$ cat src/hw/rtl/isrt_pkg.sv
// Shared types and helpers for the insertion sorter.
// No dependencies.
package isrt_pkg;

    localparam int unsigned DATA_W = 32;

    typedef logic signed [DATA_W-1:0] data_t;

    // Flip the sign bit so that an unsigned compare gives signed order.
    function automatic logic [DATA_W-1:0] order_key(input data_t v);
        order_key = {~v[DATA_W-1], v[DATA_W-2:0]};
    endfunction

endpackage

$ cat src/hw/rtl/isrt_ram.sv
// Single-port-write, single-port-read store with registered read data.
// Depends on isrt_pkg for the data type.
module isrt_ram #(
    parameter int unsigned DEPTH  = 64,
    parameter int unsigned ADDR_W = 6
) (
    input  logic                clk,
    input  logic                we,
    input  logic [ADDR_W-1:0]   waddr,
    input  isrt_pkg::data_t     wdata,
    input  logic                re,
    input  logic [ADDR_W-1:0]   raddr,
    output isrt_pkg::data_t     rdata
);
    import isrt_pkg::*;

    data_t mem [DEPTH];
    data_t rdata_reg;

    always_ff @(posedge clk)
    begin
        if (we)
        begin
            mem[waddr] <= wdata;
        end
    end

    always_ff @(posedge clk)
    begin
        if (re)
        begin
            rdata_reg <= mem[raddr];
        end
    end

    assign rdata = rdata_reg;

endmodule

$ cat src/hw/rtl/insertion_sorter.sv
// Insertion sorter top level: control sequencer around the sorted store.
// Depends on isrt_pkg and isrt_ram.
//
// Values are accepted one beat at a time (start while busy is low). A value
// is inserted by walking down the store from the top, one read-compare-move
// per cycle through the single store memory: every stored entry strictly
// greater than the value moves up one place before the value is written;
// an empty or full store needs no walk. A beat with end_of_batch set
// closes the batch: the stored values then come out in ascending order, one
// per cycle, each marked by result_valid for exactly one cycle, with
// final_res on the last; the receiver cannot stall this stream. Busy stays
// high until the last store read is issued. Values arriving with the store
// full (MAX_ITEMS entries) are dropped and overflow is raised on every result
// of that batch.
module insertion_sorter #(
    parameter int unsigned MAX_ITEMS = 64
) (
    input  logic                clk,
    input  logic                rst_n,
    input  logic                start,
    output logic                busy,
    input  isrt_pkg::data_t     value,
    input  logic                end_of_batch,
    output logic                result_valid,
    output isrt_pkg::data_t     sorted_value,
    output logic                final_res,
    output logic                overflow
);
    import isrt_pkg::*;

    localparam int unsigned ADDR_W = (MAX_ITEMS > 1) ? $clog2(MAX_ITEMS) : 1;
    localparam int unsigned CNT_W  = $clog2(MAX_ITEMS + 1);

    typedef enum logic [1:0] {
        ST_IDLE,
        ST_SHIFT,
        ST_PLACE,
        ST_EMIT
    } state_t;

    state_t              state_reg;
    data_t               val_reg;
    logic [ADDR_W-1:0]   pos_reg;
    logic [CNT_W-1:0]    fill_reg;
    logic                drop_reg;
    logic                last_reg;
    logic [ADDR_W-1:0]   emit_idx_reg;
    logic                strobe_reg;
    logic                final_reg;
    logic                ovf_reg;

    logic                mem_we;
    logic [ADDR_W-1:0]   mem_waddr;
    data_t               mem_wdata;
    logic                mem_re;
    logic [ADDR_W-1:0]   mem_raddr;
    data_t               mem_rdata;

    logic                accept;
    logic                full;
    logic                greater;
    logic                emit_last;

    assign accept    = start && (state_reg == ST_IDLE);
    assign full      = (fill_reg == CNT_W'(MAX_ITEMS));
    assign greater   = order_key(mem_rdata) > order_key(val_reg);
    assign emit_last = ((CNT_W'(emit_idx_reg) + CNT_W'(1)) == fill_reg);

    isrt_ram #(
        .DEPTH  (MAX_ITEMS),
        .ADDR_W (ADDR_W)
    ) u_store (
        .clk    (clk),
        .we     (mem_we),
        .waddr  (mem_waddr),
        .wdata  (mem_wdata),
        .re     (mem_re),
        .raddr  (mem_raddr),
        .rdata  (mem_rdata)
    );

    // Store access for the current step.
    always_comb
    begin
        mem_we    = 1'b0;
        mem_waddr = pos_reg;
        mem_wdata = val_reg;
        mem_re    = 1'b0;
        mem_raddr = emit_idx_reg;
        unique case (state_reg)
            ST_IDLE:
            begin
                if (accept && !full)
                begin
                    if (fill_reg == '0)
                    begin
                        mem_we    = 1'b1;
                        mem_waddr = '0;
                        mem_wdata = value;
                    end
                    else
                    begin
                        mem_re    = 1'b1;
                        mem_raddr = ADDR_W'(fill_reg - CNT_W'(1));
                    end
                end
            end
            ST_SHIFT:
            begin
                mem_we = 1'b1;
                if (greater)
                begin
                    // Move the larger entry up one place, probe the next one down.
                    mem_wdata = mem_rdata;
                    if (pos_reg > ADDR_W'(1))
                    begin
                        mem_re    = 1'b1;
                        mem_raddr = pos_reg - ADDR_W'(2);
                    end
                end
            end
            ST_PLACE:
            begin
                mem_we = 1'b1;
            end
            ST_EMIT:
            begin
                mem_re = 1'b1;
            end
            default:
            begin
                mem_we = 1'b0;
            end
        endcase
    end

    always_ff @(posedge clk or negedge rst_n)
    begin
        if (!rst_n)
        begin
            state_reg    <= ST_IDLE;
            val_reg      <= '0;
            pos_reg      <= '0;
            fill_reg     <= '0;
            drop_reg     <= 1'b0;
            last_reg     <= 1'b0;
            emit_idx_reg <= '0;
            strobe_reg   <= 1'b0;
            final_reg    <= 1'b0;
            ovf_reg      <= 1'b0;
        end
        else
        begin
            strobe_reg <= 1'b0;
            unique case (state_reg)
                ST_IDLE:
                begin
                    emit_idx_reg <= '0;
                    if (accept)
                    begin
                        last_reg <= end_of_batch;
                        if (full)
                        begin
                            // Drop the beat, still close the batch if marked.
                            drop_reg <= 1'b1;
                            if (end_of_batch)
                            begin
                                state_reg <= ST_EMIT;
                            end
                        end
                        else if (fill_reg == '0)
                        begin
                            fill_reg <= CNT_W'(1);
                            if (end_of_batch)
                            begin
                                state_reg <= ST_EMIT;
                            end
                        end
                        else
                        begin
                            val_reg   <= value;
                            pos_reg   <= ADDR_W'(fill_reg);
                            state_reg <= ST_SHIFT;
                        end
                    end
                end
                ST_SHIFT:
                begin
                    if (greater)
                    begin
                        pos_reg <= pos_reg - ADDR_W'(1);
                        if (pos_reg == ADDR_W'(1))
                        begin
                            state_reg <= ST_PLACE;
                        end
                    end
                    else
                    begin
                        fill_reg  <= fill_reg + CNT_W'(1);
                        state_reg <= last_reg ? ST_EMIT : ST_IDLE;
                    end
                end
                ST_PLACE:
                begin
                    fill_reg  <= fill_reg + CNT_W'(1);
                    state_reg <= last_reg ? ST_EMIT : ST_IDLE;
                end
                ST_EMIT:
                begin
                    strobe_reg   <= 1'b1;
                    final_reg    <= emit_last;
                    ovf_reg      <= drop_reg;
                    emit_idx_reg <= emit_idx_reg + ADDR_W'(1);
                    if (emit_last)
                    begin
                        fill_reg  <= '0;
                        drop_reg  <= 1'b0;
                        state_reg <= ST_IDLE;
                    end
                end
                default:
                begin
                    state_reg <= ST_IDLE;
                end
            endcase
        end
    end

    assign busy         = (state_reg != ST_IDLE);
    assign result_valid = strobe_reg;
    assign sorted_value = mem_rdata;
    assign final_res    = final_reg;
    assign overflow     = ovf_reg;

endmodule

$ cat config.mk
export PLATFORM = sky130hd
export DESIGN_NAME = insertion_sorter
export DESIGN_NICKNAME = d
export VERILOG_FILES = /design/src/hw/rtl/isrt_pkg.sv /design/src/hw/rtl/isrt_ram.sv /design/src/hw/rtl/insertion_sorter.sv
export SDC_FILE = /design/constraint.sdc
export NUM_CORES = 2
export LEC_CHECK = 0
export BUFFER_PORTS_ARGS = -buffer_cell sky130_fd_sc_hd__buf_2
export CORE_ASPECT_RATIO = 0.7
export CORE_MARGIN = 2
export CORE_UTILIZATION = 52
export CTS_BUF_LIST = sky130_fd_sc_hd__clkbuf_4 sky130_fd_sc_hd__clkbuf_8
export DETAILED_ROUTE_END_ITERATION = 10
export GPL_TIMING_DRIVEN = 0
export PLACE_DENSITY = 0.73
export SYNTH_ARGS = -nofsm -noshare
export SYNTH_HDL_FRONTEND = slang
export SYNTH_SLANG_ARGS = --single-unit
$ cat constraint.sdc
create_clock -name clk -period 4.52 [get_ports clk]
set_clock_uncertainty 0.05 [all_clocks]
set_input_delay 0.904 -clock clk [delete_from_list [all_inputs] [get_ports clk]]
set_output_delay 0.904 -clock clk [all_outputs]
set_load 0.01 [all_outputs]
==> flow_summary.json <==
{
  "outcome": "finished, violations left",
  "failed_checks": "setup timing",
  "final_common_cell": "edfxtp_1",
  "crit_type": "flip-flop to flip-flop",
  "yosys.area.top_type": "edfxtp_1",
  "final_cell_area_mm2": 0.1014,
  "synth_fp_nets": 6178,
  "cts_buffers": 324,
  "max_freq_ghz": 0.1900,
  "num_rows": 124,
  "synth_top_area_share": 0.7327,
  "final_cells": 9116,
  "crit_path_start": "u_store.rdata[8]",
  "synth-edff-count": 2080,
  "numClockSinks": 2138,
  "worstMarginPinSlew_ns": 1.333,
  "place_area_mm2": 0.09090,
  "fp.dieArea_mm2": 0.1673,
  "syn_to_final_growth_pct": 18.98,
  "coreArea_mm2": 0.1631,
  "slew_violations": 0,
  "hp-start": "value[22]",
  "ys.flop_type": "edfxtp_1",
  "synthArstFlopShare": 0.02713,
  "htreeDepth": 5,
  "dp_cells": 8465,
  "slowest_delay_ns": 0.69,
  "fin_ws_ns": -0.7428,
  "dp.final_hpwl_um": 183000,
  "avgSynthCellArea_um2": 13.98,
  "die_y_um": 342.8,
  "grt_pass1_wl_um": 375700,
  "ant_nets": 0,
  "end_kind": "flip-flop",
  "layout_common_cells": "2,080 x edfxtp_1, 1,302 x nand2_1, 668 x nand3_1",
  "ys_warn_count": 0,
  "antenna_found_initial": 13,
  "first_pass_iters": 10,
  "cts_root_buffer": "clkbuf_8",
  "tritoncts": "done",
  "hold_ws_ns": 0.06656,
  "num-fill-cells": 11600,
  "dr_total_vias": 57690,
  "finalHoldViolCount": 0,
  "portBuffers": 71,
  "worstSkewPairLatency_ns": 1.04,
  "fin_nets": 6748,
  "drive_gt1_frac": 0.2201,
  "initial_core_util": 0.5228,
  "rsz0062_at_grt": "yes",
  "grt_max_degree": 65,
  "crit_slowest_cell": "or3_4",
  "critPathArrivalTime_ns": 5.97,
  "grt_pass1_vias": 52440,
  "crit_path_cell_trace": "ha_1 -> nand4_1 -> buf_6 -> a2111oi_4 -> o31ai_4 -> buf_6 -> a21o_4 -> a221o_1 -> buf_6 -> buf_12 -> clkbuf_16 -> buf_12 -> nand2_2 -> nand3_2 -> nand3_4 -> nand4_1 -> or3_4",
  "boundaryPins": 72,
  "start_kind": "flip-flop",
  "r2r-start": "u_store.rdata[8]",
  "drtIter0Drc": 11220,
  "setup_viol": 827,
  "overflow": 0,
  "layout_min_cycle_time_ns": 5.263,
  "maxCapViolations": 0,
  "synth_cell_types": 71,
  "hp-class": "input pin to flip-flop",
  "regArea_mm2": 0.06392,
  "grt_usage": 0.3169,
  "cp_top_family": "simple AND/OR/NAND/NOR gates",
  "syn_area_mm2": 0.08525,
  "multi_input_area_mm2": 0.02222,
  "clkTransAtPathRegs_ns": 0.07,
  "gp_congestion": 1.034,
  "finalCritPeriodShare": 1.164,
  "ys_top_cells_by_area": "edfxtp_1 73%, nand2_1 5.8%, mux2i_1 4.5%",
  "via_per_inst": 6.328,
  "synth_seq_area_share": 0.7497,
  "synth-seq-cells": 2138,
  "final_util": 0.6220,
  "largest_reg_flops": 2048,
  "crit_top_cell": "buf_6",
  "die_x_um": 488.0,
  "clock_path_buffers": 4,
  "drc": 0,
  "synthCells": 6098,
  "drt_wl_total_um": 271600,
  "crit_buf_inv": 6,
  "max-slew-margin-rel": 0.1088,
  "wl_per_cell_um": 29.79,
  "cp.required_ns": 5.23,
  "critical_path.max_fanout": 7
}
-- routing by layer --
layer | routed length [um] | global-route usage
met2 | 106500 | 0.4048
met5 | 19 | 0
met4 | 8198 | 0.09239
met1 | 105400 | 0.4836
met3 | 51500 | 0.1393
-- logic make-up after synthesis --
group / share of synthesized area
and+or+nand+nor: 0.1238
DFF: 0.7497
AOI/OAI and AO/OA: 0.04532
buffers and inverters: 0.02325
muxes: 0.05006
adders and majority gates: 0.006458
xor gates and xnor gates: 0.001438
-- cells in the mapped netlist, types with 3 or more instances --
library cell and number:
nand3b_1 3, mux2i_1 387, a22oi_1 3, o31a_1 3, nor3_1 18, and2_1 4, xnor2_1 9, buf_1 32
nand2_1 1327, a21o_1 8, buf_4 7, o22ai_1 195, a21oi_1 161, a2111oi_0 3, o21ai_0 113, a211oi_1 5
a222oi_1 31, or3_1 38, inv_1 77, ha_1 44, a31oi_1 3, nand2b_1 8, nand4b_1 3, buf_6 7
a21boi_0 3, a22o_1 3, nand3_1 771, o21a_1 3, and3_1 5, nor2b_1 4, or2_2 3, buf_2 156
edfxtp_1 2080, nor2_1 94, o31ai_1 3, dfrtp_1 58, o2111ai_1 31, nand4_1 78, xor2_1 5, clkbuf_1 175
nor4_1 35, o21ai_1 29, mux2_2 35
-- what timing repair did --
action,4_1_cts,5_1_grt
setup endpoints to repair,3067,2404
cloned,3,2
resized for setup,714,283
buffers inserted,58,24
hold buffers,1,0
endpoints found under the hold margin,58,0
pin swaps,113,130
-- path summary, 6_finish.rpt --
| kind | end | slack (ns) | depth (start not counted) |
|---|---|---|---|
| max | u_store.rdata[14] | -0.74 | 17 |
| min | val_reg[22] | 0.07 | 2 |
| max reg2reg | u_store.rdata[14] | -0.74 | 17 |
| min reg2reg | drop_reg | 0.47 | 2 |
| max in group asynchronous | fill_reg[1] | 3.32 | 2 |
| min in group asynchronous | overflow | 0.46 | 2 |
-- final cells by class --
cell class / instances / share of cell area
buffer: 372 / 0.02780
timing repair buffer: 249 / 0.03169
multi-input combinational: 3505 / 0.2191
antenna: 13 / 0.0003207
sequential: 2138 / 0.6301
clock buffer: 446 / 0.05336
inverter: 78 / 0.004132
tap: 2205 / 0.02720
clock inverter: 110 / 0.006291
-- metrics by stage --
step / setup slack [ns] / setup TNS [ns]
3_5_place_dp: -2.507 / -1130.74
4_1_cts: -0.3611 / -213.06
3_3_place_gp: -2.475 / -6731.62
2_1_floorplan: 0.1417 / 0
5_1_grt: -0.6920 / -115.27
6_report: -0.7428 / -107.71
Power is not shown: default switching activity piles up to over one toggle a cycle in this logic, so the estimate is an artifact.
